==> config.mk <==
export PLATFORM = sky130hd
export DESIGN_NAME = length_nibble_frame_receiver
export DESIGN_NICKNAME = d
export VERILOG_FILES = /design/src/hw/rtl/lnfr_pkg.sv /design/src/hw/rtl/length_nibble_frame_receiver.sv
export SDC_FILE = /design/constraint.sdc
export NUM_CORES = 1
export LEC_CHECK = 0
export BUFFER_PORTS_ARGS = -buffer_cell sky130_fd_sc_hd__buf_2
export CAP_MARGIN = 0
export CORE_ASPECT_RATIO = 0.75
export CORE_MARGIN = 4
export CORE_UTILIZATION = 45
export CTS_CLUSTER_SIZE = 25
export DETAILED_ROUTE_END_ITERATION = 10
export PLACE_DENSITY = 0.76
export SETUP_SLACK_MARGIN = 0.1
export SLEW_MARGIN = 30
export SYNTH_ARGS = -nofsm -noshare
export SYNTH_HDL_FRONTEND = slang
export SYNTH_SLANG_ARGS = --single-unit
==> constraint.sdc <==
create_clock -name clk_i -period 2.34 [get_ports clk_i]
set_input_delay 0.351 -clock clk_i [delete_from_list [all_inputs] [get_ports clk_i]]
set_output_delay 0.351 -clock clk_i [all_outputs]
set_load 0.03 [all_outputs]
==> src/hw/rtl/lnfr_pkg.sv <==
// Package for the length nibble frame receiver.
// Holds the byte kind codes and field widths; depends on nothing.
`default_nettype none

package lnfr_pkg;

  localparam int unsigned ByteW  = 8;
  localparam int unsigned KindW  = 2;
  localparam int unsigned NibW   = 4;

  localparam logic [NibW-1:0] NibbleExt = 4'hF;

  typedef enum logic [KindW-1:0] {
    KindOpcode = 2'd0,
    KindLength = 2'd1,
    KindData   = 2'd2,
    KindCheck  = 2'd3
  } kind_e;

endpackage

`default_nettype wire

==> src/hw/rtl/length_nibble_frame_receiver.sv <==
// Length nibble frame receiver: splits a byte stream into frames and checks their XOR sum.
// Top level; depends on lnfr_pkg.
//
// One beat in, one beat out, at one beat per clock cycle while the output is not stalled.
// A beat is taken into an input register, classified by the frame state in a single step,
// and placed in an output register. Both registers advance whenever the output register
// is empty or being taken, so s_axis_tready_o follows m_axis_tready_i combinationally and
// a stalled output still leaves room for one more beat. Each frame is an opcode byte whose
// low nibble is the data length (15 means an extended length byte follows), the data
// bytes, and a checksum byte equal to the XOR of all earlier bytes of the frame. A checksum
// mismatch is reported on the closing beat and the next byte is taken as a new opcode.
`default_nettype none

module length_nibble_frame_receiver (
  input  wire logic        clk_i,
  input  wire logic        rst_ni,
  input  wire logic        s_axis_tvalid_i,
  output logic             s_axis_tready_o,
  input  wire logic [7:0]  s_axis_tdata_i,   // [7:0] rx_byte
  output logic             m_axis_tvalid_o,
  input  wire logic        m_axis_tready_i,
  output logic [15:0]      m_axis_tdata_o,   // [7:0] frame_byte, [15:8] data_index
  output logic             m_axis_tlast_o,   // frame_end
  output logic [2:0]       m_axis_tuser_o    // [1:0] byte_kind, [2] checksum_ok
);

  import lnfr_pkg::*;

  typedef enum logic [1:0] {
    PhOpcode = 2'd0,
    PhLength = 2'd1,
    PhData   = 2'd2,
    PhCheck  = 2'd3
  } phase_e;

  phase_e            phase_q, phase_d;
  logic [ByteW-1:0]  len_q, len_d;
  logic [ByteW-1:0]  cnt_q, cnt_d;
  logic [ByteW-1:0]  xor_q, xor_d;
  logic [ByteW-1:0]  cnt_inc;

  logic              in_valid_q;
  logic [ByteW-1:0]  in_byte_q;
  logic              out_valid_q;
  logic [ByteW-1:0]  out_byte_q;
  logic [ByteW-1:0]  out_idx_q;
  kind_e             out_kind_q;
  logic              out_end_q;
  logic              out_ok_q;

  logic              advance;
  logic              in_load;
  logic [NibW-1:0]   nib;
  kind_e             kind;
  logic [ByteW-1:0]  idx;
  logic              fend;
  logic              ok;

  assign advance         = in_valid_q && (!out_valid_q || m_axis_tready_i);
  assign s_axis_tready_o = !in_valid_q || advance;
  assign in_load         = s_axis_tvalid_i && s_axis_tready_o;
  assign nib             = in_byte_q[NibW-1:0];
  assign cnt_inc         = cnt_q + 8'd1;

  always_comb begin
    phase_d = phase_q;
    len_d   = len_q;
    cnt_d   = cnt_q;
    xor_d   = xor_q;
    kind    = KindOpcode;
    idx     = '0;
    fend    = 1'b0;
    ok      = 1'b0;
    case (phase_q)
      PhOpcode: begin
        kind  = KindOpcode;
        xor_d = in_byte_q;
        cnt_d = '0;
        if (nib == NibbleExt) begin
          len_d   = '0;
          phase_d = PhLength;
        end else begin
          len_d   = {{(ByteW-NibW){1'b0}}, nib};
          phase_d = (nib == '0) ? PhCheck : PhData;
        end
      end
      PhLength: begin
        kind    = KindLength;
        xor_d   = xor_q ^ in_byte_q;
        len_d   = in_byte_q;
        cnt_d   = '0;
        phase_d = (in_byte_q == '0) ? PhCheck : PhData;
      end
      PhData: begin
        kind  = KindData;
        xor_d = xor_q ^ in_byte_q;
        idx   = cnt_q;
        cnt_d = cnt_inc;
        if (cnt_inc >= len_q) begin
          phase_d = PhCheck;
        end
      end
      PhCheck: begin
        kind    = KindCheck;
        fend    = 1'b1;
        ok      = (in_byte_q == xor_q);
        phase_d = PhOpcode;
        len_d   = '0;
        cnt_d   = '0;
        xor_d   = '0;
      end
      default: begin
        phase_d = PhOpcode;
        len_d   = '0;
        cnt_d   = '0;
        xor_d   = '0;
      end
    endcase
  end

  always_ff @(posedge clk_i or negedge rst_ni) begin
    if (!rst_ni) begin
      phase_q     <= PhOpcode;
      len_q       <= '0;
      cnt_q       <= '0;
      xor_q       <= '0;
      in_valid_q  <= 1'b0;
      out_valid_q <= 1'b0;
    end else begin
      if (in_load) begin
        in_valid_q <= 1'b1;
      end else if (advance) begin
        in_valid_q <= 1'b0;
      end
      if (advance) begin
        phase_q     <= phase_d;
        len_q       <= len_d;
        cnt_q       <= cnt_d;
        xor_q       <= xor_d;
        out_valid_q <= 1'b1;
      end else if (m_axis_tready_i) begin
        out_valid_q <= 1'b0;
      end
    end
  end

  always_ff @(posedge clk_i) begin
    if (in_load) begin
      in_byte_q <= s_axis_tdata_i;
    end
    if (advance) begin
      out_byte_q <= in_byte_q;
      out_idx_q  <= idx;
      out_kind_q <= kind;
      out_end_q  <= fend;
      out_ok_q   <= ok;
    end
  end

  assign m_axis_tvalid_o = out_valid_q;
  assign m_axis_tdata_o  = {out_idx_q, out_byte_q};
  assign m_axis_tlast_o  = out_end_q;
  assign m_axis_tuser_o  = {out_ok_q, out_kind_q};

`ifndef SYNTHESIS
  a_end_is_check: assert property (@(posedge clk_i) disable iff (!rst_ni)
    m_axis_tvalid_o |-> (m_axis_tlast_o == (m_axis_tuser_o[1:0] == KindCheck)))
    else $error("frame end not on checksum beat");

  a_ok_needs_end: assert property (@(posedge clk_i) disable iff (!rst_ni)
    (m_axis_tvalid_o && m_axis_tuser_o[2]) |-> m_axis_tlast_o)
    else $error("checksum ok outside frame end");

  a_index_only_data: assert property (@(posedge clk_i) disable iff (!rst_ni)
    (m_axis_tvalid_o && (m_axis_tdata_o[15:8] != 8'd0)) |->
      (m_axis_tuser_o[1:0] == KindData))
    else $error("data index on non-data beat");

  a_check_resets_state: assert property (@(posedge clk_i) disable iff (!rst_ni)
    (advance && phase_q == PhCheck) |=> (phase_q == PhOpcode && xor_q == '0 && cnt_q == '0))
    else $error("state not cleared after checksum beat");
`endif

endmodule

`default_nettype wire

# Yosys cells after proc, flatten, opt, wreduce, memory -nomap -nowiden
# Cells that the tools add are included.
[word_totals]
ff_bits = 56
wordCells = 52
[op_classes]
n_addsub = 1
mux = 15
eq_ne = 6
n_reduce_logical = 16
bitwise_logic = 1
order_cmp = 1
[op_table]
columns = ["cell", "n"]
rows = [
  ["case mux 8 bit (3 select lines)", 2],
  ["case mux 2 bit (4 select lines)", 2],
  ["case mux 8 bit (2 select lines)", 1],
  ["adder 8 x 1 -> 8 bit (second input constant)", 1],
  ["== test 8 bit", 1],
  [">= comparator 8 bit", 1],
  ["logical NOT 8 bit", 1],
  ["bitwise XOR 8 bit", 1],
  ["two-way mux 1 bit", 7],
  ["== test 2 bit (second input constant)", 2],
  ["== test 4 bit (second input constant)", 1],
  ["logical NOT 4 bit", 1],
  ["two-way mux 2 bit", 2],
  ["two-way mux 4 bit", 1],
  ["AND reduction 2 bit", 2],
  ["nonzero test 2 bit", 2],
  ["nonzero test 3 bit", 1],
  ["OR reduction 3 bit", 1],
  ["== test 2 x 1 -> 1 bit (second input constant)", 1],
  ["logical AND 1 bit", 2],
  ["logical NOT 1 bit", 2],
  ["logical NOT 2 bit", 1],
  ["logical OR 1 bit", 2],
  ["!= test 2 bit (second input constant)", 1],
  ["OR reduction 2 bit", 1],
]

# Logic depth before layout (Yosys ltp)
[depth]
ltp_word = 6
mapped_depth = 10

# Worst setup path before layout
# No wires, ideal clock.
[synth_timing]
kind = "register -> register"
from = "register cnt_q[0]"
to = "register phase_q[0]"
n_path_buf = 0
t_arrival_ps = 2181
required_ps = 2215
synth_period_minus_slack_ps = 2306
slack_ps = 34
stages_incl_launch_ff = 11
setup_time_ps = 125
path_cell_list = "dfrtp_1 ha_1 nand3_1 nor2_1 xor2_1 ha_1 and3_4 a221oi_2 o21a_1 nor2_2 mux2_4"
[synth_via]
elab_chain_len = 4
[synth_lines]
columns = ["item", "line", "source"]
rows = [
  ["from (decl)", "length_nibble_frame_receiver.sv:38", "logic [ByteW-1:0] cnt_q, cnt_d;"],
  ["from (signal assigned)", "length_nibble_frame_receiver.sv:138", "cnt_q <= cnt_d;"],
  ["adder 8 x 1 -> 8 bit", "length_nibble_frame_receiver.sv:63", "assign cnt_inc = cnt_q + 8'd1;"],
  [">= comparator 8 bit", "length_nibble_frame_receiver.sv:99", "if (cnt_inc >= len_q) begin"],
  ["!= test 2 bit (no line)", "n/a", ""],
  ["AND reduction 2 bit (no line)", "n/a", ""],
  ["to (signal assigned)", "length_nibble_frame_receiver.sv:123", "phase_q <= PhOpcode;"],
  ["to (signal assigned)", "length_nibble_frame_receiver.sv:136", "phase_q <= phase_d;"],
  ["to (decl)", "length_nibble_frame_receiver.sv:36", "phase_e phase_q, phase_d;"],
]
# Every way passes these cells.
# A chain may end at the register's enable or synchronous reset.

# Worst setup path in the final report
# Same ends and word-level chain as after synthesis.

==> results.cfg <==
[pwr]
p_switching_uw = 795
peakVddDrop_mv = 0.419
intPower_mw = 1.92
p_comb_share_pct = 24.4
swShare_pct = 29.3
total_power_mw = 2.71
power.clock.fraction_pct = 27.7
p_leak_nw = 1.39
p_per_area_nw_per_um2 = 854
pwr-share-seq_pct = 48.0

[drt]
drtIter0Drc = 100
via_per_inst = 5.20
routed_wirelength_um = 5130
antenna_left = 0
dr.pass1.iters = 4
wire_per_inst_um = 14.5
num_vias = 1841
drc = 0

[critical_path]
reg2reg_to = phase_q[0]
reg2reg_depth = 10
slowest_delay_ns = 0.41
crit_family = adder cells
crit_path_max_fanout = 4
critPathSlowestCell = dfrtp_1
critPathCaptureType = flip-flop
crit_arrival_ns = 2.57
crit_buf_inv = 0
worstPathCellList = ha_2 > nand3_2 > nor2_2 > xor2_1 > ha_1 > and3_4 > a221oi_2 > o21a_1 > nor2_2 > mux2_4
setup.worst_path.class = flip-flop to flip-flop
cpMostUsedCell = nor2_2
start_kind = flip-flop
regToRegSetupSlack_ns = -0.02
rr_startpoint = cnt_q[0]
required_ns = 2.55

[synth]
syn_area_per_cell_um2 = 11.8
synthTopCellsByArea = edfxtp_1, dfrtp_1, ha_1, o21ai_0, nand2_1
ys_ff_latch = 56
synth_cell_type_count = 45
syn_area_um2 = 2700
yosysSeqAreaShare_pct = 57.1
netlist.area_leader.share_pct = 31.2
synthesis.nets = 253
synthCells = 228
yosys.area.top_type = edfxtp_1
ys.warnings.count = 0

[die]
dieArea_um2 = 7310
coreArea_um2 = 5830
die_w_um = 97.4
ios = 34
rows = 24
initial_utilization_pct = 46.3
die_h_um = 75.1

[clock_network]
clock_latency_ns = 0.31
clockBufferDepth = 2
clkTransAtPathRegs_ns = 0.10
htree_levels = 2
cts_tree = done
cts_hold_buffers = 0
clock-sinks = 56
root_buffer = clkbuf_8
cts_buffers = 5

[place]
portBuffers = 33
place_hpwl_um = 3450
place_ws_ns = -0.0541
gp_congestion = 0.753
place_area_um2 = 2990

[timing]
setup_viol = 1
period_minus_slack_ns = 2.36
setup_slack_ns = -0.0187
fin_crit_sh_pct = 101
worst_pin_slew_ns = 0.651
slew_violations = 0
rsz0062_at_grt = true
maxSlewHeadroom_pct = 56.6
final-hold-violation-count = 0
setup-tns-final_ns = -0.0187
clock_skew_ns = 0.0152
max_freq_mhz = 424

[outcome]
outcome = complete, but fails checks
violations = setup timing

[global_routing]
grtUsageMet1_pct = 20.6
track_usage_pct = 14.8
grt_pass1_wl_um = 8560
grt-ovfl-total = 0
grt_pass1_vias = 1773
grt_util_met3_pct = 2.96
grt_use_met2_pct = 23.5
grt_max_degree = 29
antenna_found_initial = 0
grt_busiest_layer = met2

[job]
max_cap_viol_count = 0

[min_path]
timing.hold.worst.class = input pin to asynchronous set/reset pin

[layout]
syn_to_final_growth_pct = 17.8
insertedDiodeCount = 0
utilization_pct = 54.6
drive_gt1_share_pct = 25.7
fillers = 496
fin_area_um2 = 3180
nets = 300
-- kinds of logic after synthesis --
kind of cell               share of synthesized area (%)
AOI/OAI and AO/OA                                   10.9
and+or+nand+nor                                     17.6
xor gates and xnor gates                            4.82
DFF                                                 57.1
muxes                                              0.927
buffers and inverters                               2.55
adders and majority gates                           6.03
-- synthesized netlist by cell type, drive strengths merged --
cell and instances:
a21o 2, a221oi 1, o21ba 1, nor3b 8, xnor2 4, and2 10
nor2 11, and4 1, clkbuf 4, a21oi 1, a31o 1, mux2i 1
nor4 3, o31ai 1, nand3b 1, a22oi 4, edfxtp 28, nand2 22
or4 1, ha 13, nand3 13, o21ai 22, and3 3, o221ai 1
buf 2, xor2 10, or2 1, nor2b 4, o211ai 1, nand2b 6
mux2 1, o21a 2, dfrtp 28, a2111oi 1, inv 11, a22o 4
-- per-stage QoR --
step / cells / hold WS, ns
2_1_floorplan: 228 / 0.0554
3_3_place_gp: 339 / 0.414
3_5_place_dp: 339 / 0.421
4_1_cts: 351 / 0.0656
5_1_grt: 354 / 0.0905
6_report: 354 / 0.0486
-- power groups by stage --
stage                     registers (mW)  logic, mW  clock network, mW
after floorplan                     1.38      0.379                  0
after global placement              1.32      0.588                  0
after detailed placement            1.32      0.603                  0
after CTS                           1.30      0.643              0.769
after global routing                1.32      0.730              0.800
final                               1.30      0.661              0.750
-- routing by layer --
metal	up-vias	part of all wire (%)
met5	-	0
met4	0	1.4
met3	5	3.6
met2	28	45
met1	902	50
li1	906	-
-- registers in the layout (all words and copies together), names as in the netlist --
name,cells
in_byte_q,8
cnt_q,8
out_kind_q,2
out_byte_q,8
out_idx_q,8
len_q,8
m_axis_tvalid_o,1
xor_q,8
phase_q,2
out_ok_q,1
m_axis_tlast_o,1
in_valid_q,1
-- area by class of cell --
type / count / area [µm²] / share of cell area [%]
flip-flops and latches: 56 / 1540 / 48.5
well taps: 78 / 97.6 / 3.07
clock buffers: 5 / 68.8 / 2.17
repair buffers: 46 / 263 / 8.27
inverters: 11 / 41.3 / 1.30
clock inverters: 3 / 68.8 / 2.17
multi-input cells: 155 / 1100 / 34.5
-- cell usage in the layout (no fill, tap or decap), drive strengths merged, types with 2 or more instances in the layout --
cell     n
nor2b    4
clkbuf   5
a21o     2
bufinv   2
buf     46
o21ai   22
a22oi    4
and3     3
nand2b   6
xnor2    4
ha      13
a22o     4
nor3b    8
nand3   13
dfrtp   28
nor4     3
edfxtp  28
inv     12
xor2    10
nor2    11
o21a     2
and2    10
nand2   22
-- what timing repair did --
action / in CTS / in global routing
endpoints found under the setup margin: 2 / 2
pin swaps: 3 / 1
buffers inserted: 4 / 3
gates cloned: 0 / 0
gates resized for setup: 1 / 0
-- worst max path at each step --
stage                     startpoint         end  cells past startpoint
final                       cnt_q[0]  phase_q[0]                     10
after global routing        cnt_q[1]  phase_q[0]                     10
after CTS                   cnt_q[0]  phase_q[0]                     10
after detailed placement    cnt_q[1]  phase_q[0]                     10
after global placement      cnt_q[1]  phase_q[0]                     10
after floorplan             cnt_q[0]  phase_q[0]                     10
(Power assumes the default switching activity.)
